**config.mk**
```make
export PLATFORM = sky130hd
export DESIGN_NAME = port_binding_table_core
export DESIGN_NICKNAME = d
export VERILOG_FILES = /design/src/hw/rtl/pbt_pkg.sv /design/src/hw/rtl/port_binding_table_core.sv
export SDC_FILE = /design/constraint.sdc
export NUM_CORES = 1
export LEC_CHECK = 0
export BUFFER_PORTS_ARGS = -buffer_cell sky130_fd_sc_hd__buf_2
export CORE_MARGIN = 4
export CORE_UTILIZATION = 55
export DETAILED_ROUTE_END_ITERATION = 8
export GPL_TIMING_DRIVEN = 0
export PLACE_DENSITY = 0.79
export RECOVER_POWER = 25
export SLEW_MARGIN = 20
export SYNTH_ARGS = -nofsm -noshare
export SYNTH_HDL_FRONTEND = slang
export SYNTH_SLANG_ARGS = --single-unit
export TNS_END_PERCENT = 20
```
**constraint.sdc**
```tcl
create_clock -name clk -period 4.3 [get_ports clk]
set_clock_uncertainty 0.05 [all_clocks]
set_input_delay 0.215 -clock clk [delete_from_list [all_inputs] [get_ports clk]]
set_output_delay 0.215 -clock clk [all_outputs]
set_load 0.02 [all_outputs]
```
**src/hw/rtl/pbt_pkg.sv**
```systemverilog
// ----------------------------------------------------------------------------
// Port binding table package
// Sizes, command codes and constants shared by the core and its checker.
// ----------------------------------------------------------------------------
package pbt_pkg;

  // Table depth and derived index width
  localparam int SLOTS  = 8;
  localparam int SLOT_W = (SLOTS > 1) ? $clog2(SLOTS) : 1;

  // Fixed field widths
  localparam int CMD_W      = 2;
  localparam int PORT_W     = 16;
  localparam int IDX_W      = 4;
  localparam int OUT_SLOT_W = 3;
  localparam int TOTAL_W    = 32;

  typedef logic [CMD_W-1:0] cmd_t;

  // Command codes
  localparam cmd_t CMD_BIND   = 2'd0;
  localparam cmd_t CMD_AUTO   = 2'd1;
  localparam cmd_t CMD_UNBIND = 2'd2;
  localparam cmd_t CMD_INIT   = 2'd3;

  // Ephemeral port range
  localparam logic [PORT_W-1:0] EPHEMERAL_FIRST = 16'd49152;
  localparam logic [PORT_W-1:0] PORT_MAX        = 16'd65535;

endpackage

```
**src/hw/rtl/port_binding_table_core.sv**
```systemverilog
// ----------------------------------------------------------------------------
// Port binding table core
// Local port binding table with lowest-free slot allocation and an upward
// ephemeral port search, built around one shared port comparator.
// ----------------------------------------------------------------------------
// channel  | ports                                   | handshake
// ---------+-----------------------------------------+------------------------
// request  | in_command, in_port, in_slot_index      | start high, busy low
// result   | out_ok, out_slot, out_bound_port,       | out_valid, one cycle
//          | out_bind_total                          |
//
// Bind: the comparator visits one slot a cycle; the result strobes once the
// sweep over all slots is done. Auto-bind repeats that sweep once per port
// tried, at most SLOTS sweeps, since a free slot is required to start.
// Unbind, init and requests rejected up front strobe on the next cycle.
// busy is high during a sweep only. Synchronous reset empties the table and
// clears ready; init must be issued before binds succeed.
// The result cannot be stalled: it is shown for exactly one cycle.
// ----------------------------------------------------------------------------
module port_binding_table_core
  import pbt_pkg::*;
(
  input  logic                  clk,
  input  logic                  rst_n,
  input  logic                  start,
  input  logic [CMD_W-1:0]      in_command,
  input  logic [PORT_W-1:0]     in_port,
  input  logic [IDX_W-1:0]      in_slot_index,
  output logic                  busy,
  output logic                  out_valid,
  output logic                  out_ok,
  output logic [OUT_SLOT_W-1:0] out_slot,
  output logic [PORT_W-1:0]     out_bound_port,
  output logic [TOTAL_W-1:0]    out_bind_total
);

  localparam logic ST_IDLE = 1'b0;
  localparam logic ST_SCAN = 1'b1;

  // Sequencer and scan state
  logic                  state_r, state_nxt;
  cmd_t                  cmd_r, cmd_nxt;
  logic [PORT_W-1:0]     cur_port_r, cur_port_nxt;
  logic [SLOT_W-1:0]     scan_cnt_r, scan_cnt_nxt;
  logic                  taken_r, taken_nxt;
  logic                  free_found_r, free_found_nxt;
  logic [SLOT_W-1:0]     free_idx_r, free_idx_nxt;

  // Table state
  logic [SLOTS-1:0]      slot_in_use_r, slot_in_use_nxt;
  logic [PORT_W-1:0]     slot_port_r [SLOTS];
  logic                  ready_r, ready_nxt;
  logic [PORT_W-1:0]     next_eph_r, next_eph_nxt;
  logic [TOTAL_W-1:0]    bind_count_r, bind_count_nxt;

  // Result register
  logic                  out_valid_r, out_valid_nxt;
  logic                  out_ok_r, out_ok_nxt;
  logic [OUT_SLOT_W-1:0] out_slot_r, out_slot_nxt;
  logic [PORT_W-1:0]     out_bound_port_r, out_bound_port_nxt;
  logic [TOTAL_W-1:0]    out_bind_total_r, out_bind_total_nxt;

  // Shared comparator and scan bookkeeping
  logic                  hit;
  logic                  scan_last;
  logic                  taken_fin;
  logic                  free_found_fin;
  logic [SLOT_W-1:0]     free_idx_fin;
  logic                  port_we;
  logic                  idx_in_range;
  logic [SLOT_W-1:0]     idx_s;

  assign hit            = slot_in_use_r[scan_cnt_r] &&
                          (slot_port_r[scan_cnt_r] == cur_port_r);
  assign scan_last      = (scan_cnt_r == SLOT_W'(SLOTS - 1));
  assign taken_fin      = taken_r | hit;
  assign free_found_fin = free_found_r | !slot_in_use_r[scan_cnt_r];
  assign free_idx_fin   = free_found_r ? free_idx_r : scan_cnt_r;
  assign idx_in_range   = (32'(in_slot_index) < 32'(SLOTS));
  assign idx_s          = SLOT_W'(in_slot_index);

  // Next-state logic
  always_comb begin
    state_nxt          = state_r;
    cmd_nxt            = cmd_r;
    cur_port_nxt       = cur_port_r;
    scan_cnt_nxt       = scan_cnt_r;
    taken_nxt          = taken_r;
    free_found_nxt     = free_found_r;
    free_idx_nxt       = free_idx_r;
    slot_in_use_nxt    = slot_in_use_r;
    ready_nxt          = ready_r;
    next_eph_nxt       = next_eph_r;
    bind_count_nxt     = bind_count_r;
    out_valid_nxt      = 1'b0;
    out_ok_nxt         = out_ok_r;
    out_slot_nxt       = out_slot_r;
    out_bound_port_nxt = out_bound_port_r;
    out_bind_total_nxt = out_bind_total_r;
    port_we            = 1'b0;

    unique case (state_r)
      ST_IDLE: begin
        if (start) begin
          cmd_nxt            = in_command;
          scan_cnt_nxt       = '0;
          taken_nxt          = 1'b0;
          free_found_nxt     = 1'b0;
          out_ok_nxt         = 1'b0;
          out_slot_nxt       = '0;
          out_bound_port_nxt = '0;
          out_bind_total_nxt = bind_count_r;
          unique case (in_command)
            CMD_BIND: begin
              if (!ready_r || (in_port == '0)) begin
                out_valid_nxt = 1'b1;
              end else begin
                cur_port_nxt = in_port;
                state_nxt    = ST_SCAN;
              end
            end
            CMD_AUTO: begin
              if (!ready_r || (next_eph_r == '0) || (&slot_in_use_r)) begin
                out_valid_nxt = 1'b1;
              end else begin
                cur_port_nxt = next_eph_r;
                state_nxt    = ST_SCAN;
              end
            end
            CMD_UNBIND: begin
              out_valid_nxt = 1'b1;
              if (idx_in_range && slot_in_use_r[idx_s]) begin
                slot_in_use_nxt[idx_s] = 1'b0;
                out_ok_nxt             = 1'b1;
              end
            end
            CMD_INIT: begin
              out_valid_nxt      = 1'b1;
              slot_in_use_nxt    = '0;
              bind_count_nxt     = '0;
              ready_nxt          = 1'b1;
              out_bind_total_nxt = '0;
            end
            default: begin
              out_valid_nxt = 1'b1;
            end
          endcase
        end
      end

      ST_SCAN: begin
        // One slot compared per cycle
        scan_cnt_nxt = scan_cnt_r + 1'b1;
        taken_nxt    = taken_fin;
        if (!free_found_r && !slot_in_use_r[scan_cnt_r]) begin
          free_found_nxt = 1'b1;
          free_idx_nxt   = scan_cnt_r;
        end
        if (scan_last) begin
          scan_cnt_nxt   = '0;
          taken_nxt      = 1'b0;
          free_found_nxt = 1'b0;
          priority if (!taken_fin && free_found_fin) begin
            // Port free and a slot open: commit
            slot_in_use_nxt[free_idx_fin] = 1'b1;
            port_we            = 1'b1;
            bind_count_nxt     = bind_count_r + 32'd1;
            out_valid_nxt      = 1'b1;
            out_ok_nxt         = 1'b1;
            out_slot_nxt       = OUT_SLOT_W'(free_idx_fin);
            out_bound_port_nxt = cur_port_r;
            out_bind_total_nxt = bind_count_r + 32'd1;
            state_nxt          = ST_IDLE;
            if (cmd_r == CMD_AUTO) begin
              next_eph_nxt = (cur_port_r == PORT_MAX) ? EPHEMERAL_FIRST
                                                      : cur_port_r + 16'd1;
            end
          end else if (taken_fin && (cmd_r == CMD_AUTO) &&
                       (cur_port_r != PORT_MAX)) begin
            // Port in use: try the next one
            cur_port_nxt = cur_port_r + 16'd1;
          end else begin
            out_valid_nxt = 1'b1;
            state_nxt     = ST_IDLE;
          end
        end
      end

      default: begin
        state_nxt = ST_IDLE;
      end
    endcase
  end

  // Control registers
  always_ff @(posedge clk) begin
    if (!rst_n) begin
      state_r       <= ST_IDLE;
      slot_in_use_r <= '0;
      ready_r       <= 1'b0;
      next_eph_r    <= EPHEMERAL_FIRST;
      bind_count_r  <= '0;
      out_valid_r   <= 1'b0;
    end else begin
      state_r       <= state_nxt;
      slot_in_use_r <= slot_in_use_nxt;
      ready_r       <= ready_nxt;
      next_eph_r    <= next_eph_nxt;
      bind_count_r  <= bind_count_nxt;
      out_valid_r   <= out_valid_nxt;
    end
  end

  // Payload registers
  always_ff @(posedge clk) begin
    cmd_r            <= cmd_nxt;
    cur_port_r       <= cur_port_nxt;
    scan_cnt_r       <= scan_cnt_nxt;
    taken_r          <= taken_nxt;
    free_found_r     <= free_found_nxt;
    free_idx_r       <= free_idx_nxt;
    out_ok_r         <= out_ok_nxt;
    out_slot_r       <= out_slot_nxt;
    out_bound_port_r <= out_bound_port_nxt;
    out_bind_total_r <= out_bind_total_nxt;
  end

  // Slot port store, written on commit
  always_ff @(posedge clk) begin
    if (port_we) begin
      slot_port_r[free_idx_fin] <= cur_port_r;
    end
  end

  assign busy           = (state_r == ST_SCAN);
  assign out_valid      = out_valid_r;
  assign out_ok         = out_ok_r;
  assign out_slot       = out_slot_r;
  assign out_bound_port = out_bound_port_r;
  assign out_bind_total = out_bind_total_r;

endmodule

```
# == After elaboration in Yosys (flattened, before gate mapping) ==
# Memory sizes are Yosys's and may differ from the RTL's. A register that Yosys moved wholly into a read port is not among the register bits.
# Index checks and enable logic that the tools add are counted.
# totals
mem_count,1
out_inout_bits,54
ram_bits,128
elab_cells,152
inputBits,25
ff_bits,137
# op_classes
addsub,3
order_cmp,6
n_bitwise,6
mux,73
reduce_logical,28
eq_ne,19
# memory_table
name,words,word_bits,rd,rd_clocked_by_memory_dff,wr,line_no,source
slot_port_r,8,16,1,1,1,port_binding_table_core.sv:51,logic [PORT_W-1:0] slot_port_r [SLOTS];
# ops
cell,count
2-to-1 mux 16 bit,10
2-to-1 mux 32 bit,4
one-hot mux 16 bit (2 select lines),3
one-hot mux 32 bit (2 select lines),1
"adder 32 x 1 -> 32 bit, second input constant",1
logical NOT 16 bit,2
2-to-1 mux 8 bit,4
one-hot mux 8 bit (2 select lines),2
2-to-1 mux 1 bit,30
2-to-1 mux 3 bit,6
"adder 16 x 1 -> 16 bit, second input constant",1
equality test 16 bit,1
"equality test 16 bit, second input constant",1
"!= test 16 bit, second input constant",1
"< comparator 3 x 4 -> 1 bit, second input constant",3
one-hot mux 1 bit (2 select lines),6
one-hot mux 3 bit (2 select lines),2
"!= test 3 x 1 -> 1 bit, second input constant",3
"!= test 3 bit, second input constant",3
AND 8 bit,1
logical AND 1 bit,8
inverter 8 bit,1
bitwise OR 8 bit,1
AND reduction 8 bit,1
other kinds (22),39

# == Logic depth before layout (Yosys ltp) ==
# depth
ltp_word,11
mapped_depth,11
mapped_depth_nobuf,8

# == Worst setup path after synthesis ==
# Ideal clock, no wire load.
# synth_path
path_kind,flip-flop to flip-flop
startpoint,reg with a tool-made name
endpoint,reg cur_port_r[0] (enable)
arrival_time_ps,3373
setup_time_ps,416
path_slack_ps,461
stages_incl_launch_ff,8
path_buffers,1
synth_period_minus_slack_ps,3839
t_required_ps,3834
path_cell_list,dfxtp_1 buf_2 mux4_2 mux2i_1 xor2_1 nor4bb_2 a21oi_1 o32ai_1
# synth_lines
item,line_no,source
to (signal assigned),port_binding_table_core.sv:217,cur_port_r <= cur_port_nxt;
to (decl),port_binding_table_core.sv:43,"logic [PORT_W-1:0] cur_port_r, cur_port_nxt;"

==> impl_metrics.csv <==
group,metric,value,unit
run_status,outcome,"finished clean",
final_layout,final_layout_size_suffix_gt1_share,17.73,%
synthesis,syn-num-nets,951,
synthesis,synth_top_family_by_area,"multiplexers",
clock_tree,insertion_delay,0.53,ns
clock_tree,cts_sinks,268,
pwr,finalPower,0.005392,W
synthesis,yosys-mux-area-fraction,14.03,%
synthesis,synthDominantCellAreaShare,51.95,%
clock_tree,cts-buffers-inserted,26,
detailed_routing,first_iter_violations,729,
synthesis,synth_warnings,0,
floorplanning,num_rows,53,
synthesis,synth_simple_gate_area_share,12.35,%
synthesis,synth-main-ff-cell,"edfxtp_1",
synthesis,synth-seq-area-share,62.37,%
global_route,antenna_found_initial,2,
sta,setup_viol,0,
detailed_routing,vias_per_cell,5.971,
job,drv_cap,0,
detailed_routing,vias,7947,
detailed_routing,drc,0,
sta,rsz0062_at_grt,"no",
detailed_routing,first_pass_iters,5,
hold_path,hold_path_depth,3,
sta,clock.fmax,0.2474,GHz
setup_path,timing.rr.end,"slot_port_r[0][9]",
synthesis,synthAdderAreaFrac,0.4203,%
final_layout,final_common_cell,"edfxtp_1",
synthesis,synth_edf_count,206,
global_route,grt_pass1_vias,7929,
final_layout,layout_common_cells,"edfxtp_1, nand2_1, mux2i_1, buf_2, dfxtp_1",
synthesis,syn_area_per_cell,12.92,um^2
floorplanning,start_util,56.29,%
pwr,peakVddDrop,0.0003327,V
clock_tree,clockBufferDepth,3,
final_layout,final_util,64.61,%
clock_tree,cts_tree,"yes",
floorplanning,die_h,155.1,um
synthesis,synth_compound_area_share,6.420,%
sta,drv_slew,0,
setup_path,crit_path_end_kind,"flip-flop",
clock_tree,clkSlewWorstSetupHoldPaths,0.06,ns
synthesis,synth_xor_xnor_area_share,1.839,%
global_route,grt_usage,22.83,%
global_route,grt_pass1_wl,43190,um
detailed_routing,drtAntennaViolNets,0,
pwr,p_leak,4.980,nW
floorplanning,die_w,155.1,um
setup_path,ff2ff_path_depth,11,
sta,worst_slack,0.2580,ns
clock_tree,root_buffer,"clkbuf_16",
setup_path,cp.arrival,4.23,ns
sta,hold_violations,0,
synthesis,synth.distinct_cells,56,
synthesis,async_flop_share,0,%
global_route,grt_start_max_net_pins,53,
clock_tree,cts_max_level,1,
hold_path,min_from,"in_port[12]",
sta,timing.final.crit_period,4.042,ns
synthesis,syn_inst,922,
placed_design,place_ws,0.08613,ns
floorplanning,die_area,24070,um^2
placed_design,dp_hpwl,18820,um
global_route,grt_overflow,0,
setup_path,worst_setup_path_start_kind,"flip-flop",
final_layout,fin_cells,1331,
sta,slew_headroom,40.58,%
setup_path,endpoint,"slot_port_r[0][9]",
setup_path,crit_required,4.49,ns
sta,worst_slew_pin_slew,0.8903,ns
placed_design,dp_cells,1282,
hold_path,hold_class,"in2reg",
synthesis,mappedNetlistArea,11910,um^2
placed_design,numPortBuffers,77,
setup_path,critPathKind,"reg2reg",
final_layout,nets,1066,
pwr,power_per_cell_area,394.5,nW/um^2
final_layout,area_delta_synth_final,14.78,%
synthesis,synthTopCellsByArea,"edfxtp_1, dfxtp_1, mux2i_1",
floorplanning,ios,79,
setup_path,r2r_slack,0.26,ns
detailed_routing,wire_per_inst,20.83,um
detailed_routing,wl,27720,um
synthesis,synth_seq_cells,268,
sta,finalSetupTns,0,ns
placed_design,gp_congestion,0.9080,
sta,fin_crit_sh,94.00,%
synthesis,yosysTopAreaCell,"edfxtp_1",
setup_path,cp_max_fo,10,
floorplanning,core-area,21150,um^2
==> power by group <==
part,switching (W),internal [W]
clock network,0.000944,0.00133
logic,0.000192,0.000111
registers,0.0000201,0.00280
total,0.00116,0.00424
==> routing by layer <==
layer  up-vias  wire length, um  global-route usage, %
met5         -               13                      0
met4         2              571                  6.056
met3        50             1951                  3.811
met2       298            13890                  39.20
met1      3911            11290                  30.44
li1       3686                -                      -
==> Yosys cell counts (all sizes together), types with 5 or more instances <==
cell type  instances
nor3              11
nor2              35
nor4              15
inv               18
edfxtp           206
mux2i             96
o211ai             9
o21ai             49
dfxtp             62
a22o               6
a21oi             14
xor2              14
o31ai             10
a21o               6
nand2            146
and2              23
a31oi              5
mux2              11
nand4             16
and3               6
and4               5
nand2b             9
mux4              26
xnor2             11
buf               17
nor2b              5
o22ai              7
clkbuf            29
nand3             29
==> cells by family (layout without fill, tap and decap cells) <==
group / Yosys count / after routing
flops: 268 / 268
other cells: 0 / 1
simple gates: 308 / 308
mux: 133 / 133
xor+xnor: 25 / 25
buf+inv: 64 / 197
fa+ha+maj: 4 / 4
compound gates: 120 / 120
==> stage by stage <==
stage	area [um^2]	hold slack, ns
3_5_place_dp	12780	0.4175
4_1_cts	13650	0.004563
5_1_grt	13670	0.02883
6_report	13670	0.02458
2_1_floorplan	11910	0.2639
3_3_place_gp	12640	0.4116
==> how the worst min path moves through the flow <==
stage / to / slack (ns)
floorplan: cmd_r[0] / 0.26
global placement: bind_count_r[31] / 0.41
detailed placement: next_eph_r[13] / 0.42
CTS: cur_port_r[12] / 0.005
global route: cur_port_r[1] / 0.03
finish: cur_port_r[12] / 0.02
==> state kept, by name, indices dropped and copies added, names as in the netlist, 2 cells and up, named ones only <==
signal          count
slot_port_r       128
bind_count_r       32
out_bind_total     32
cur_port_r         16
next_eph_r         16
out_bound_port     16
slot_in_use_r       8
free_idx_r          3
out_slot            3
scan_cnt_r          3
cmd_r               2
==> area by class of cell <==
type	instances	area (um^2)
fill	1531	7486
sequential	268	7427
clock buffer	34	700.7
antenna	1	2.502
tap	275	344.1
multi-input combinational	590	4225
timing repair buffer	87	511.7
clock inverter	12	146.4
inverter	18	70.07
buffer	46	240.2
==> what timing repair did <==
action | 4_1_cts | 5_1_grt
endpoints found under the setup margin | 0 | 92
hold buffers | 2 | 0
hold endpoints to repair | 2 | 0
gates resized for setup | 0 | 6
buffers inserted | 0 | 0
==> critical path, stage by stage, from the launching register on <==
cell      delay, ns
dfxtp_1        0.36
buf_2          0.34
mux4_2         0.54
mux2i_1        0.31
xor2_1         0.12
nand3_1        0.16
nor4_2         0.10
a211oi_4       0.48
buf_2          0.31
nand2_1        0.21
nor2_2         0.53
buf_8          0.22
Note: power is estimated with default switching activity, not from simulation.
